### config.mk
export PLATFORM = sky130hd
export DESIGN_NAME = segi_ycalc
export DESIGN_NICKNAME = d
export VERILOG_FILES = /design/src/hw/rtl/segi_pkg.sv /design/src/hw/rtl/segi_ycalc.sv
export SDC_FILE = /design/constraint.sdc
export NUM_CORES = 2
export LEC_CHECK = 0
export BUFFER_PORTS_ARGS = -buffer_cell sky130_fd_sc_hd__buf_2
export CAP_MARGIN = 20
export CORE_MARGIN = 3
export CORE_UTILIZATION = 60
export DETAILED_ROUTE_END_ITERATION = 8
export GPL_TIMING_DRIVEN = 0
export PLACE_DENSITY = 0.82
export SLEW_MARGIN = 30
export SYNTH_ARGS = -nofsm -noshare
export SYNTH_HDL_FRONTEND = slang
export SYNTH_SLANG_ARGS = --single-unit
### constraint.sdc
create_clock -name clock -period 17.8 [get_ports clock]
set_clock_uncertainty 0.05 [all_clocks]
set_input_delay 1.78 -clock clock [delete_from_list [all_inputs] [get_ports clock]]
set_output_delay 1.78 -clock clock [all_outputs]
set_load 0.01 [all_outputs]
### src/hw/rtl/segi_pkg.sv
package segi_pkg;

   localparam int CW = 32;           // coordinate width
   localparam int FB = 16;           // fraction bits
   localparam int DW = CW + 1;       // slope / offset difference width
   localparam int NW = DW + FB;      // scaled numerator width
   localparam int PW = 2 * CW;       // product width

   localparam logic [1:0] KIND_NORMAL   = 2'd0;
   localparam logic [1:0] KIND_VERTICAL = 2'd1;

   typedef enum logic [1:0] {
      MODE_NONE,
      MODE_DIV,
      MODE_V1,
      MODE_V2
   } mode_type;

   typedef struct packed {
      mode_type             mode;
      logic signed [CW-1:0] slope;
      logic signed [CW-1:0] offset;
      logic signed [CW-1:0] xv;
      logic signed [CW-1:0] ax1;
      logic signed [CW-1:0] ay1;
      logic signed [CW-1:0] bx1;
      logic signed [CW-1:0] by1;
      logic signed [CW-1:0] ax2;
      logic signed [CW-1:0] ay2;
      logic signed [CW-1:0] bx2;
      logic signed [CW-1:0] by2;
   } ctx_type;

   typedef struct packed {
      logic          valid;
      ctx_type       ctx;
      logic          neg;
      logic          ovf;
      logic [DW-1:0] den;
      logic [NW-1:0] num;
      logic [DW-1:0] rem;
      logic [CW-1:0] quo;
   } div_type;

   // one restoring step producing quotient bit b
   function automatic div_type div_step(input div_type d, input int b);
      div_type     r;
      logic [DW:0] sh;
      r  = d;
      sh = {d.rem, d.num[b]};
      if (sh >= {1'b0, d.den}) begin
         r.rem    = DW'(sh - {1'b0, d.den});
         r.quo[b] = 1'b1;
      end else begin
         r.rem    = sh[DW-1:0];
         r.quo[b] = 1'b0;
      end
      return r;
   endfunction

endpackage

### src/hw/rtl/segi_ycalc.sv
module segi_ycalc (
   input  logic                        clock,
   input  logic                        reset,
   input  logic                        enable,
   input  segi_pkg::div_type           in,
   output logic                        out_valid,
   output segi_pkg::ctx_type           out_ctx,
   output logic signed [segi_pkg::CW-1:0] out_x,
   output logic signed [segi_pkg::CW-1:0] out_y
);
   import segi_pkg::*;

   localparam logic signed [CW-1:0] MAXV = {1'b0, {(CW-1){1'b1}}};
   localparam logic signed [CW-1:0] MINV = {1'b1, {(CW-1){1'b0}}};

   logic                 vx_ff, vm_ff, vy_ff;
   ctx_type              cx_ff, cm_ff, cy_ff;
   logic signed [CW-1:0] x_ff, x_in, xm_ff, y_ff, y_in;
   logic signed [PW-1:0] p_ff, sum;

   always_comb begin
      if (in.ctx.mode == MODE_V1 || in.ctx.mode == MODE_V2) begin
         x_in = in.ctx.xv;
      end else if (in.ovf) begin
         x_in = in.neg ? MINV : MAXV;
      end else if (!in.neg) begin
         x_in = in.quo[CW-1] ? MAXV : in.quo;
      end else begin
         x_in = (in.quo[CW-1] && |in.quo[CW-2:0]) ? MINV : CW'(-in.quo);
      end
   end

   // floor shift plus offset, then clamp
   assign sum = (p_ff >>> FB) + PW'(cm_ff.offset);

   always_comb begin
      if (sum[PW-1:CW-1] == '0 || sum[PW-1:CW-1] == '1) begin
         y_in = sum[CW-1:0];
      end else begin
         y_in = sum[PW-1] ? MINV : MAXV;
      end
   end

   always_ff @(posedge clock) begin
      if (reset) begin
         vx_ff <= 1'b0;
         vm_ff <= 1'b0;
         vy_ff <= 1'b0;
      end else if (enable) begin
         vx_ff <= in.valid;
         vm_ff <= vx_ff;
         vy_ff <= vm_ff;
      end
   end

   always_ff @(posedge clock) begin
      if (enable) begin
         cx_ff <= in.ctx;
         x_ff  <= x_in;
         cm_ff <= cx_ff;
         xm_ff <= x_ff;
         p_ff  <= PW'(cx_ff.slope) * PW'(x_ff);
         cy_ff <= cm_ff;
         y_ff  <= y_in;
      end
   end

   always_ff @(posedge clock) begin
      if (enable) begin
         out_x <= xm_ff;
      end
   end

   assign out_valid = vy_ff;
   assign out_ctx   = cy_ff;
   assign out_y     = y_ff;

endmodule

* After elaboration in Yosys (flattened, before gate mapping) *
Cells that the tools add are included.

storage, ports and cells
  bits in registers = 1257
  bits in latches = 0
  bits in writable memories = 0
  ROM bits = 0
  logic and storage cells = 63
  memories = 0

cells by class
  add/subtract/negate cells = 2
  multiply operators = 1
  divide/modulo/power cells = 0
  $lt $le $gt $ge = 0
  eq/ne operators = 3
  shifts and indexed selects = 0
  muxes and demuxes = 8
  bitwise gates (word level) = 0
  reduce and logical (&&, ||, !) cells = 5

operators with widths
  kind                                   number
  2-to-1 mux 32 bit                      7
  multiplier 32 x 32 -> 64 bit           1
  adder 48 x 32 -> 49 bit                1
  == test 33 bit, second input constant  1
  zero test 33 bit                       1
  negator 32 bit                         1
  2-to-1 mux 31 bit                      1
  OR reduction 31 bit                    1
  == test 2 bit, second input constant   2
  logical OR 1 bit                       2
  logical AND 1 bit                      1

* Depth between registers and ports, before layout *
  depth in word-level cells = 6
  depth in mapped cells = 29
  mapped depth without buffers = 28

* Worst setup path before layout *
No wires, ideal clock.

  kind = reg2reg
  start = reg cx_ff[351] in the netlist's numbering
  end = reg p_ff[62], data pin
  library setup time = 0.258 ns
  arrival = 7.859 ns
  data required time = 17.492 ns
  setup slack = 9.633 ns
  cell stages (with the launch flop) = 30
  buffers on the path = 1
  cells stage by stage = edfxtp_1 -> clkbuf_1 -> nand2_1 -> inv_1 -> fa_1 -> inv_1 -> fa_1 -> inv_1 -> fa_1 -> fa_1 -> inv_1 -> fa_1 -> inv_1 -> fa_1 -> fa_1 -> inv_1 -> fa_1 -> inv_1 -> ha_1 -> a21o_1 -> a21o_1 -> a21oi_1 -> o21ai_0 -> a31oi_1 -> and3_1 -> a21oi_1 -> a41o_1 -> or2_2 -> a21oi_1 -> xnor2_1

between the ends
  cells in the longest elaborated chain, start to end = 1

ends and longest elaborated chain
  element                       RTL line          RTL
  start: declaration            segi_ycalc.sv:17  ctx_type cx_ff, cm_ff, cy_ff;
  start signal: assignment      segi_ycalc.sv:58  cx_ff <= in.ctx;
  multiplier 32 x 32 -> 64 bit  segi_ycalc.sv:62  p_ff <= PW'(cx_ff.slope) * PW'(x_ff);
  end signal: assignment        segi_ycalc.sv:62
  end: declaration              segi_ycalc.sv:19  logic signed [PW-1:0] p_ff, sum;

Every way passes these cells.
A chain may end at the register's enable or synchronous reset.

* Worst setup path in the final report *
  start = reg x_ff[5]
  end = reg p_ff[62], data pin

between the ends
  cells in the longest elaborated chain, start to end = 1

ends and longest elaborated chain
  element                       RTL line          RTL
  start: declaration            segi_ycalc.sv:18  logic signed [CW-1:0] x_ff, x_in, xm_ff, y_ff, y_in;
  start signal: assignment      segi_ycalc.sv:59  x_ff <= x_in;
  multiplier 32 x 32 -> 64 bit  segi_ycalc.sv:62

Every way passes these cells.

==> impl_results.md <==
- Nets: 8,477
- Hpwl dp: ~210,000 µm
- CTS tree: built
- Worst-path maximum fanout: 10
- Total gr overflow: 0
- R2r startpoint: x_ff[5]
- Vias in the first global route: ~50k
- Cell taking the most area after synthesis: edfxtp_1
- Final min period: 10,230 ps
- Relative slew slack: 0.225
- First-pass GRT wire length: about 370,000 µm
- Reg-to-Reg End: p_ff[62]
- Starting Density: 0.605
- Hold-fix buffers, CTS: 0
- CP required: between 15,000 and 20,000 ps
- Setup CP Type: reg2reg
- Netlist cell types: 75
- Longest Clk Path Bufs: 3
- Synthesized cell area: between 70,000 and 80,000 µm²
- Syn-to-layout area delta: 13.4%
- Hold Crit Depth: 0
- Post-synth ARST share: 0
- Vias per cell: approximately 5.9
- GRT Overall Usage: 0.402
- Port bufs: 809
- # resized after CTS: 0
- Status: complete, no violations
- Synth warn: 0
- Mapped Cells: around 5.7k
- Register area share after synthesis: 0.482
- Crit-path most repeated cell: fa_1
- Clock root cell: clkbuf_16
- Reg-to-reg slack, setup: ~7600 ps
- Hold Path End: out_x[17]
- Number of synthesized flops with an enable pin: between 1k and 1.5k
- CP arrival: approximately 11,000 ps
- RSZ-0062 raised after global routing: false
- Post-Route WL: roughly 270,000 µm
- Worst slack, placed: around 7600 ps
- Syn avg cell area: between 10 and 15 µm²
- Synth area leaders: edfxtp_1, fa_1, inv_1
- Setup tns final: 0 ps
- Placer Congestion: 1.04
- Number of CTS-inserted buffers: approximately 110
- Layout cell share with drive strength beyond 1: 0.157
- Worst-Margin Slew: between 1000 and 1500 ps
- Initial DRC Count: about 6.1k
- H-tree depth: 3
- CP max stage cell: fa_1
- Vias: 49.8k
- Post-route ant nets: 0
- Final core utilization: 0.686
- Fmax: 0.0977 GHz
- Fin crit share: 0.575
- WL per Instance: 31.5 µm
- Die Width: about 360 µm
- R2r worst-path depth: 29
- Register bit count reported by yosys: about 1.2k
- Initial antenna violation count: 65
- Hold Path Class: reg2reg
- Fin. Hold Viols: 0
- Height of the die: roughly 360 µm
- CP peak stage delay: approximately 900 ps
- Commonest cells in the netlist: edfxtp_1, fa_1, inv_1
- CP Launch Type: register
- CORE AREA: 128,000 µm²
- Total die area: 133,000 µm²
- Setup ws final: around 7600 ps
- Syn Nets: 7,541
- Post-synth top area share: 0.481
- Ys flop type: edfxtp_1
- Drt drc: 0
- Worst-Skew Late Latency: between 700 and 800 ps
- Reg clk slew, reported paths: about 70 ps
- # setup viols final: 0
- Clock Sink Count: approximately 1.2k
- Cell with the most instances after synthesis: edfxtp_1
- Min-delay src: xm_ff[17]
- Crit path capture type: register
- Largest net degree at the start of global routing: 137
- Drt first pass iters: 5
- Maxcap violations: 0
- # rows: between 100 and 150
- Placement Cell Area: 83,700 µm²
- Postcts setup bufs: 0
- Io pins: between 900 and 1k
- Pins Over Slew Limit: 0
- Fin area: 87,600 µm²
## how the worst max path moves through the flow
stage	slack, ps	from	endpoint
finish	7570	x_ff[5]	p_ff[62]
global route	7230	x_ff[4]	p_ff[62]
CTS	7610	cx_ff[351]	p_ff[62]
detailed placement	7640	cx_ff[351]	p_ff[62]
global placement	-3630	enable	vx_ff
floorplan	9630	cx_ff[351]	p_ff[62]
## area by class of cell
class	count	area, µm²
diodes	53	133
plain buffers	235	941
clock buffers	129	2930
clock inverters	77	818
fillers	8853	40100
inverters	978	3670
multi-input cells	3269	35400
flip-flops and latches	1241	37200
well taps	1662	2080
repair buffers	820	4350
## sequential cells by signal (all words and copies together) (netlist names)
signal     cells
cm_ff        354
out_valid      1
vm_ff          1
xm_ff         32
x_ff          32
out_ctx      354
out_y         32
out_x         32
p_ff          48
cx_ff        354
vx_ff          1
## cell usage in the layout (no fill, tap or decap), types with 54 or more instances in the layout
cell       count
nand2_1      577
edfxtp_1    1238
nor2_1       120
inv_1        977
a21oi_1      139
clkbuf_1     210
xnor2_1       57
buf_2        815
a21o_1        54
clkbuf_16    114
and2_1       521
ha_1         229
o21ai_0       87
fa_1        1081
## critical path, delay by kind of cell, from the launching register on
family,cells,cell delay [ps]
xor gates and xnor gates,1,90
buffers and inverters,8,2040
and+or+nand+nor,3,790
DFF,1,620
AOI/OAI and AO/OA,8,1470
adders and majority gates,9,4900
## cells by family after synthesis
family / synth area share
simple gates: 0.0902
fa+ha+maj: 0.318
flops: 0.482
buf+inv: 0.0593
compound gates: 0.0351
xor+xnor: 0.0109
mux: 0.00489
## layer usage
layer / GRT usage / wire length (µm) / vias to the layer above
li1: - / - / 20355
met1: 0.523 / 96600 / 25551
met2: 0.607 / 120000 / 3206
met3: 0.132 / 32600 / 641
met4: 0.216 / 17300 / 20
met5: 0 / 133 / -
## metrics by stage
| stage | std cells | hold slack, ps |
|---|---|---|
| global placement | 8194 | 350 |
| CTS | 8411 | 329 |
| floorplan | 5723 | 350 |
| detailed placement | 8205 | 355 |
| finish | 8464 | 324 |
| global route | 8439 | 344 |
Power is not shown: default switching activity piles up to over one toggle a cycle in this logic, so the estimate is an artifact.
