**src/hw/rtl/segi_pkg.sv**
```systemverilog
package segi_pkg;

   localparam int CW = 32;           // coordinate width
   localparam int FB = 16;           // fraction bits
   localparam int DW = CW + 1;       // slope / offset difference width
   localparam int NW = DW + FB;      // scaled numerator width
   localparam int PW = 2 * CW;       // product width

   localparam logic [1:0] KIND_NORMAL   = 2'd0;
   localparam logic [1:0] KIND_VERTICAL = 2'd1;

   typedef enum logic [1:0] {
      MODE_NONE,
      MODE_DIV,
      MODE_V1,
      MODE_V2
   } mode_type;

   typedef struct packed {
      mode_type             mode;
      logic signed [CW-1:0] slope;
      logic signed [CW-1:0] offset;
      logic signed [CW-1:0] xv;
      logic signed [CW-1:0] ax1;
      logic signed [CW-1:0] ay1;
      logic signed [CW-1:0] bx1;
      logic signed [CW-1:0] by1;
      logic signed [CW-1:0] ax2;
      logic signed [CW-1:0] ay2;
      logic signed [CW-1:0] bx2;
      logic signed [CW-1:0] by2;
   } ctx_type;

   typedef struct packed {
      logic          valid;
      ctx_type       ctx;
      logic          neg;
      logic          ovf;
      logic [DW-1:0] den;
      logic [NW-1:0] num;
      logic [DW-1:0] rem;
      logic [CW-1:0] quo;
   } div_type;

   // one restoring step producing quotient bit b
   function automatic div_type div_step(input div_type d, input int b);
      div_type     r;
      logic [DW:0] sh;
      r  = d;
      sh = {d.rem, d.num[b]};
      if (sh >= {1'b0, d.den}) begin
         r.rem    = DW'(sh - {1'b0, d.den});
         r.quo[b] = 1'b1;
      end else begin
         r.rem    = sh[DW-1:0];
         r.quo[b] = 1'b0;
      end
      return r;
   endfunction

endpackage

```
**src/hw/rtl/segi_prep.sv**
```systemverilog
module segi_prep (
   input  logic                        clock,
   input  logic                        reset,
   input  logic                        enable,
   input  logic                        in_valid,
   input  logic [1:0]                  first_kind,
   input  logic signed [31:0]          first_slope,
   input  logic signed [31:0]          first_offset,
   input  logic [63:0]                 first_start_point,
   input  logic [63:0]                 first_end_point,
   input  logic [1:0]                  second_kind,
   input  logic signed [31:0]          second_slope,
   input  logic signed [31:0]          second_offset,
   input  logic [63:0]                 second_start_point,
   input  logic [63:0]                 second_end_point,
   output segi_pkg::div_type           out
);
   import segi_pkg::*;

   // stage 1: decode and differences
   logic                 v1_ff;
   ctx_type              ctx1_ff, ctx1_in;
   logic signed [DW-1:0] nd1_ff, dd1_ff;
   // stage 2: magnitudes
   logic                 v2_ff;
   ctx_type              ctx2_ff;
   logic                 neg2_ff;
   logic [DW-1:0]        na2_ff, da2_ff;
   // stage 3: overflow check and divider seed
   div_type              d3_ff, d3_in;

   logic signed [CW-1:0] s1, o1, s2, o2;
   assign s1 = first_slope[CW-1:0];
   assign o1 = first_offset[CW-1:0];
   assign s2 = second_slope[CW-1:0];
   assign o2 = second_offset[CW-1:0];

   always_comb begin
      ctx1_in.slope  = s1;
      ctx1_in.offset = o1;
      ctx1_in.xv     = o2;
      if (first_kind > KIND_VERTICAL || second_kind > KIND_VERTICAL) begin
         ctx1_in.mode = MODE_NONE;
      end else if (first_kind == KIND_VERTICAL && second_kind == KIND_VERTICAL) begin
         ctx1_in.mode = MODE_NONE;
      end else if (first_kind == KIND_NORMAL && second_kind == KIND_NORMAL && s1 == s2) begin
         ctx1_in.mode = MODE_NONE;
      end else if (first_kind == KIND_VERTICAL) begin
         ctx1_in.mode   = MODE_V1;
         ctx1_in.slope  = s2;
         ctx1_in.offset = o2;
         ctx1_in.xv     = o1;
      end else if (second_kind == KIND_VERTICAL) begin
         ctx1_in.mode = MODE_V2;
      end else begin
         ctx1_in.mode = MODE_DIV;
      end
      ctx1_in.ax1 = first_start_point[32+CW-1:32];
      ctx1_in.ay1 = first_start_point[CW-1:0];
      ctx1_in.bx1 = first_end_point[32+CW-1:32];
      ctx1_in.by1 = first_end_point[CW-1:0];
      ctx1_in.ax2 = second_start_point[32+CW-1:32];
      ctx1_in.ay2 = second_start_point[CW-1:0];
      ctx1_in.bx2 = second_end_point[32+CW-1:32];
      ctx1_in.by2 = second_end_point[CW-1:0];
   end

   always_comb begin
      d3_in       = '0;
      d3_in.valid = v2_ff;
      d3_in.ctx   = ctx2_ff;
      d3_in.neg   = neg2_ff;
      d3_in.den   = da2_ff;
      d3_in.num   = {na2_ff, {FB{1'b0}}};
      d3_in.ovf   = ({{(DW-(NW-CW)){1'b0}}, d3_in.num[NW-1:CW]} >= da2_ff);
      d3_in.rem   = {{(DW-(NW-CW)){1'b0}}, d3_in.num[NW-1:CW]};
   end

   always_ff @(posedge clock) begin
      if (reset) begin
         v1_ff <= 1'b0;
         v2_ff <= 1'b0;
      end else if (enable) begin
         v1_ff <= in_valid;
         v2_ff <= v1_ff;
      end
   end

   always_ff @(posedge clock) begin
      if (enable) begin
         ctx1_ff <= ctx1_in;
         nd1_ff  <= DW'(o2) - DW'(o1);
         dd1_ff  <= DW'(s1) - DW'(s2);
         ctx2_ff <= ctx1_ff;
         neg2_ff <= nd1_ff[DW-1] ^ dd1_ff[DW-1];
         na2_ff  <= nd1_ff[DW-1] ? DW'(-nd1_ff) : nd1_ff;
         da2_ff  <= dd1_ff[DW-1] ? DW'(-dd1_ff) : dd1_ff;
      end
   end

   always_ff @(posedge clock) begin
      if (reset) begin
         d3_ff.valid <= 1'b0;
      end else if (enable) begin
         d3_ff <= d3_in;
      end
   end

   assign out = d3_ff;

endmodule

```
**config.mk**
```make
export PLATFORM = sky130hd
export DESIGN_NAME = segi_prep
export DESIGN_NICKNAME = d
export VERILOG_FILES = /design/src/hw/rtl/segi_pkg.sv /design/src/hw/rtl/segi_prep.sv
export SDC_FILE = /design/constraint.sdc
export NUM_CORES = 1
export LEC_CHECK = 0
export BUFFER_PORTS_ARGS = -buffer_cell sky130_fd_sc_hd__buf_2
export CORE_AREA = 2 2 352 354
export CTS_CLUSTER_SIZE = 10
export DETAILED_ROUTE_END_ITERATION = 16
export DIE_AREA = 0 0 354 356
export HOLD_SLACK_MARGIN = 0.03
export SETUP_SLACK_MARGIN = 0.2
export SLEW_MARGIN = 5
export SYNTH_ARGS = -nofsm -noshare
export SYNTH_HDL_FRONTEND = slang
export SYNTH_SLANG_ARGS = --single-unit
```
**constraint.sdc**
```tcl
create_clock -name clock -period 26.9 [get_ports clock]
set_input_delay 2.69 -clock clock [delete_from_list [all_inputs] [get_ports clock]]
set_output_delay 2.69 -clock clock [all_outputs]
set_load 0.03 [all_outputs]
```
; Yosys cells after proc, flatten, opt, wreduce, memory -nomap -nowiden
; Cells that the tools add are included.
[totals]
ff_bits = 1283
output_inout_bits = 504
word_cells = 81
[classes]
n_addsub = 4
order_cmp = 3
n_eq_ne = 3
mux = 8
bitwise_logic = 2
reduce_logical = 9
[op_table]
columns = cell, count
row1 = $mux W96, 4
row2 = $neg A33 Y33, 2
row3 = $sub A32 B32 Y33, 2
row4 = $mux W32, 2
row5 = $ge A17 B33 Y1, 1
row6 = $eq A32 B32 Y1, 1
row7 = $eq A2 B1 Y1 const B, 2
row8 = $gt A2 B1 Y1 const B, 2
row9 = $logic_not A2 Y1, 2
row10 = $mux W2, 2
row11 = $reduce_or A4 Y1, 1
row12 = $logic_and A1 B1 Y1, 3
row13 = $reduce_or A3 Y1, 1
row14 = $reduce_and A2 Y1, 1
row15 = $logic_or A1 B1 Y1, 1
row16 = $not A1 Y1, 1
row17 = $xor A1 B1 Y1, 1

; Depth between registers and ports, before layout
; Gate-level depths: netlist of the first run.
[depth]
ltp_word = 6
mapped_depth = 10
mapped_depth_nobuf = 10

; Worst setup path before layout of the first run
; No wires, ideal clock.
[synth_timing]
path_kind = input to register
start = input reset
end = register d3_ff, in the netlist out[114], enable pin
setup_time_ns = 1.273
arrival_ns = 21.321
t_required_ns = 25.627
slack_ns = 4.306
cell_stages = 1
n_path_buf = 0
path_cell_list = nor2b_1
[synth_between]
elab_chain_cells = 2
[synth_lines]
columns = item, line
row1 = "start, declared", segi_prep.sv:3  ; input logic reset,
row2 = $not A1 Y1 (no source line), -
row3 = $reduce_and A2 Y1 (no source line), -
row4 = "end signal, assigned", segi_prep.sv:105  ; d3_ff <= d3_in;
row5 = "end, declared", segi_prep.sv:30  ; div_type d3_ff, d3_in;
; No other way between the ends.
; A chain may end at the register's enable or synchronous reset.

; Worst setup path after layout of the first run
[layout_timing]
start = input enable
end = register ctx1_ff[240] (netlist bit), enable pin
[layout_rtl]
columns = item, line
row1 = "start, declared", segi_prep.sv:4  ; input logic enable,
row2 = "end signal, assigned", segi_prep.sv:91  ; ctx1_ff <= ctx1_in;
row3 = "end, declared", segi_prep.sv:22  ; ctx_type ctx1_ff, ctx1_in;
; No word-level cell between the ends.

==> impl_metrics.json, run 1 <==
{
  "drc_errors": 0,
  "yosysTopAreaCellShare_pct": 83.8,
  "p_leak_uw": 0.0207,
  "ctsResizeCount": 0,
  "finalCriticalPeriod_ns": 6.22,
  "synth-seq-cells": 1266,
  "final_antenna_net_count": 0,
  "grt.met2_usage_pct": 28.3,
  "synth_ff_type": "edfxtp_1",
  "vias": 23400,
  "fin_total_pwr_uw": 4550,
  "slowest_delay_ns": 0.81,
  "grt_pass1_wl_mm": 153,
  "syn_avg_cell_area_um2": 19.3,
  "yosys.cell_types.count": 63,
  "wire_per_inst_um": 21.9,
  "area_growth_pct": 22.2,
  "pin_count": 896,
  "clock_path_buffers": 3,
  "num-nets-final": 3764,
  "use_met3_pct": 5.06,
  "grt_util_met1_pct": 20.9,
  "yosysSeqAreaShare_pct": 83.9,
  "syn_area_um2": 45300,
  "cts_tree": "done",
  "design_area_um2": 55300,
  "grtUsageTotal_pct": 16.8,
  "htree_levels": 4,
  "cp-end-kind": "flip-flop",
  "vias_per_cell": 4.70,
  "grt_setup_unrepaired": "false",
  "critPathKind": "in -> reg",
  "rrSetupSlack_ns": 24.02,
  "path_cells": "buf_8 -> buf_12 -> buf_4 -> buf_4 -> buf_4 -> buf_4",
  "crit_slowest_cell": "buf_4",
  "internal_power_uw": 3510,
  "cts_buffers": 148,
  "status": "complete, no violations",
  "yosysWarnings": 0,
  "grt_max_degree": 199,
  "power_frac_clock_pct": 38.6,
  "powerDensity_nw_per_um2": 82.2,
  "skew_ns": 0.0256,
  "synthCells": 2347,
  "first_global_vias": 22400,
  "reg2reg_depth": 7,
  "setup-tns-final_ns": 0,
  "fmax_ghz": 0.161,
  "worst-path-max-fanout": 198,
  "drt-initial-drc-count": 2075,
  "worst_skew_pair.late_latency_ns": 0.76,
  "hold_viol_final": 0,
  "p_comb_share_pct": 7.9,
  "grt_antenna_before_repair": 60,
  "synth.area.top_cells": "edfxtp_1 (84%), ha_1 (2.3%), xnor2_1 (1.8%)",
  "cp.required_ns": 27.26,
  "tightestPinTransition_ns": 1.46,
  "final_cell_mix": "edfxtp_1 (1263), buf_2 (830), clkbuf_16 (150)",
  "dpl.hpwl_mm": 80.6,
  "finalSetupViolCount": 0,
  "holdCritPathClass": "reg -> reg",
  "yosys.area.top_type": "edfxtp_1",
  "seq_power_share_pct": 53.6,
  "die_h_um": 356,
  "gr-total-overflow": 0,
  "grt.busiest_layer": "met2",
  "maxCapViolCount": 0,
  "clock-sinks": 1266,
  "worstPathArrival_ns": 6.58,
  "globalplace.congestion": 0.840,
  "clk_pin_slew_ns": 0.05,
  "hold-path-cell-count": 0,
  "dieArea_um2": 126000,
  "switching_share_pct": 22.8,
  "dieWidth_um": 354,
  "slew_viol_final": 0,
  "final_common_cell": "edfxtp_1",
  "critPathLaunchType": "input port",
  "dr.pass1.iters": 7,
  "cts_root_buffer": "clkbuf_16",
  "post_route_cells_drive_above_1_share_pct": 33.0,
  "start_util_pct": 36.9,
  "holdBufCountCts": 0,
  "drt_wl_total_mm": 109,
  "core_region_area_um2": 123000,
  "rows": 129,
  "ir_drop_mv": 0.0602,
  "timing.final.crit_share_pct": 23.1,
  "crit_top_cell": "buf_4",
  "port_buffers": 831,
  "max-slew-margin-rel_pct": 2.34,
  "synthArstFlopShare_pct": 0,
  "dpl_cell_area_um2": 51100,
  "synth_edf_count": 1263,
  "cts_setup_buffers": 0,
  "p_switching_uw": 1040,
  "fill_cells": 10700
}
[power by group through the flow]
| stage | sequential (uW) | clock [uW] | combinational [uW] |
|---|---|---|---|
| 2_1_floorplan | 2520 | 0 | 163 |
| 3_3_place_gp | 2470 | 0 | 356 |
| 6_report | 2440 | 1750 | 357 |
| 3_5_place_dp | 2480 | 0 | 359 |
| 5_1_grt | 2450 | 1880 | 389 |
| 4_1_cts | 2440 | 1810 | 361 |
[worst paths after layout]
check,from,end
setup / recovery,enable,ctx1_ff[240]$_DFFE_PP_
hold / removal,na2_ff[4]$_DFFE_PP_,out[85]$_DFFE_PP_
setup reg to reg,nd1_ff[2]$_DFFE_PP_,na2_ff[31]$_DFFE_PP_
hold reg to reg,na2_ff[4]$_DFFE_PP_,out[85]$_DFFE_PP_
[kinds of logic (layout without fill, tap and decap cells)]
logic type	after synthesis	after routing	synth area share, %
other	1	75	0.00829
xor gates and xnor gates	115	115	2.23
AOI/OAI and AO/OA	296	296	4.08
buffers and inverters	229	1139	2.57
muxes	64	64	1.58
and+or+nand+nor	291	291	3.22
DFF	1266	1266	83.9
adders and majority gates	85	85	2.38
[sequential cells by signal, indices dropped and copies added, names as in the netlist]
name and count:
out 423, ctx1_ff 354, ctx2_ff 354, da2_ff 33, dd1_ff 33, na2_ff 33, nd1_ff 33, neg2_ff 1
v1_ff 1, v2_ff 1
[routing by layer]
metal | vias up | part of all wire (%)
met5 | - | 0.045
met2 | 976 | 50
met4 | 8 | 2.2
met1 | 11500 | 40
li1 | 10700 | -
met3 | 196 | 7.7
[cells in the mapped netlist, types with 12 or more instances]
cell	n
xnor2_1	94
inv_1	105
ha_1	83
nor3_1	12
nand4_1	16
a21oi_1	73
clkbuf_1	37
a211oi_1	12
mux2_2	61
o31ai_1	13
edfxtp_1	1263
a21o_1	23
buf_4	81
nand3_1	18
a31oi_1	12
o21ai_0	93
nand2_1	108
nand2b_1	15
nor2_1	49
xor2_1	21
[worst max-delay path: cells and delay by family]
kind	cells	cell delay [ns]
buffers and inverters	6	3.70
[per-stage QoR]
step                utilization [%]  setup slack, ns  instances  hold slack (ns)
floorplan                         -             4.31       2410            0.400
global placement               41.7            19.73       4774            0.400
detailed placement             41.7            19.64       4774            0.405
CTS                            45.1            20.48       4957            0.403
global route                   45.1            20.23       4965            0.407
finish                         45.1            20.68       4968            0.406
[final cells by class]
cell class | count | area (um2) | area share, %
clock inverters | 23 | 360 | 0.651
repair buffers | 851 | 4340 | 7.85
inverters | 105 | 394 | 0.713
multi-input cells | 915 | 6360 | 11.5
diodes | 11 | 27.5 | 0.0498
well taps | 1637 | 2050 | 3.70
flip-flops and latches | 1266 | 38000 | 68.7
clock buffers | 160 | 3790 | 6.85
Note: power is estimated with default switching activity, not from simulation.
==> run 2, diff against run 1 <==
- CORE_AREA: 2 2 352 354 -> 2 2 346 348
- DIE_AREA: 0 0 354 356 -> 0 0 348 350
- clock period: 26.9 -> 5.2 ns (I/O delays scaled with it)
==> impl_metrics.json, run 2 (synthesis results as in run 1) <==
{
  "status": "complete, no violations",
  "cts_root_buffer": "clkbuf_16",
  "clk_pin_slew_ns": 0.05,
  "design_area_um2": 57800,
  "cts_tree": "done",
  "num-nets-final": 4018,
  "start_util_pct": 38.4,
  "skew_ns": 0.0412,
  "tightestPinTransition_ns": 1.23,
  "rows": 126,
  "critPathKind": "in -> reg",
  "ctsResizeCount": 0,
  "slew_viol_final": 0,
  "post_route_cells_drive_above_1_share_pct": 30.6,
  "fmax_ghz": 0.331,
  "holdBufCountCts": 260,
  "clock-sinks": 1266,
  "setup_ws_ns": 2.18,
  "htree_levels": 4,
  "cts_setup_buffers": 0,
  "worst_skew_pair.late_latency_ns": 0.74,
  "postLayoutCoreUtil_pct": 49.1,
  "die_h_um": 350,
  "multiInputGateArea_um2": 6360,
  "timing.final.crit_share_pct": 58.2,
  "pin_count": 896,
  "gr-total-overflow": 0,
  "drc_errors": 0,
  "cp.required_ns": 5.66,
  "clock_path_buffers": 3,
  "hold_viol_final": 0,
  "vias": 24200,
  "dpl.hpwl_mm": 79.4,
  "first_global_vias": 23900,
  "cp-end-kind": "flip-flop",
  "port_buffers": 831,
  "globalplace.congestion": 0.858,
  "dieArea_um2": 122000,
  "grtUsageTotal_pct": 17.7,
  "grt_antenna_before_repair": 15,
  "worst-path-max-fanout": 5,
  "grt_setup_unrepaired": "false",
  "maxCapViolCount": 0,
  "p_leak_uw": 0.0218,
  "worstPathArrival_ns": 3.49,
  "final_common_cell": "edfxtp_1",
  "finalCriticalPeriod_ns": 3.02,
  "holdCritPathClass": "in -> reg",
  "vias_per_cell": 4.73,
  "dpl_cell_area_um2": 51000,
  "wire_per_inst_um": 21.6,
  "grt_pass1_wl_mm": 157,
  "pre_cts_ws_ns": 1.84,
  "final_antenna_net_count": 0,
  "drt_wl_total_mm": 111,
  "final_cell_mix": "edfxtp_1 (1263), buf_2 (830), dlygate4sd3_1 (260)",
  "core_region_area_um2": 118000,
  "powerDensity_nw_per_um2": 411,
  "grt_max_degree": 164,
  "area_growth_pct": 27.8,
  "max-slew-margin-rel_pct": 18.1,
  "dr.pass1.iters": 5,
  "layout.area.seq_um2": 38000,
  "critPathLaunchType": "input port",
  "largest_reg_flops": 423,
  "finalSetupViolCount": 0,
  "dieWidth_um": 348,
  "drt-initial-drc-count": 1937,
  "ir_drop_mv": 0.307,
  "cts_buffers": 148,
  "fill_cells": 9791
}
==> run 2: changes by cell type in the layout (fill, tap and decap cells not counted), moves of 4 or more <==
cell           delta
buf_12            +7
buf_4            -13
clkbuf_1          +4
clkbuf_8          +4
clkinv_8          -5
diode_2           -8
dlygate4sd3_1   +260
==> run 2: layout make-up <==
cell class | count | share of cell area (%)
flip-flops and latches | 1266 | 65.7
repair buffers | 1105 | 12.1
multi-input cells | 915 | 11.0
clock buffers | 168 | 6.68
well taps | 1536 | 3.32
inverters | 105 | 0.682
clock inverters | 21 | 0.539
diodes | 3 | 0.0130
==> run 2: worst paths after layout <==
| check | start | end | slack [ns] | cells past startpoint |
|---|---|---|---|---|
| max | second_slope[0] | dd1_ff[27]$_DFFE_PP_ | 2.18 | 10 |
| min | first_offset[30] | ctx1_ff[286]$_DFFE_PP_ | 0.1 | 2 |
| max reg2reg | nd1_ff[14]$_DFFE_PP_ | na2_ff[28]$_DFFE_PP_ | 2.31 | 7 |
| min reg2reg | neg2_ff$_DFFE_PP_ | out[148]$_DFFE_PP_ | 0.39 | 0 |
==> run 2: critical path, cell delays in order <==
cell           delay [ns]
dlygate4sd3_1        0.53
buf_2                0.12
ha_1                 0.24
nor2b_1              0.09
o21a_1               0.19
or2_2                0.31
a221oi_1             0.81
o21ai_0              0.33
a21oi_1              0.27
xnor2_1              0.08
==> run 2: metal layers <==
layer,GRT usage (%),vias to the layer above,share of wire (%)
li1,-,11200,-
met1,21.6,12000,40
met2,30.5,852,51
met3,4.79,166,6.9
met4,5.50,2,2.3
met5,0,-,0.012
==> run 2: power by group <==
group	total (uW)	switching (uW)	leakage (uW)	internal, uW
clock network	9140	3800	0.00204	5340
logic	2070	1330	0.00754	741
registers	12600	323	0.0122	12200
==> run 2: per-stage QoR <==
| stage | instances | power [uW] | hold slack (ns) | setup TNS, ns |
|---|---|---|---|---|
| 6_report | 5119 | 23800 | 0.0999 | 0 |
| 5_1_grt | 5118 | 24700 | 0.0506 | 0 |
| 4_1_cts | 5116 | 24100 | 0.0303 | 0 |
| 3_5_place_dp | 4667 | 14700 | 0.405 | 0 |
| 3_3_place_gp | 4667 | 14600 | 0.400 | 0 |
| 2_1_floorplan | 2410 | 13800 | 0.400 | -867.71 |
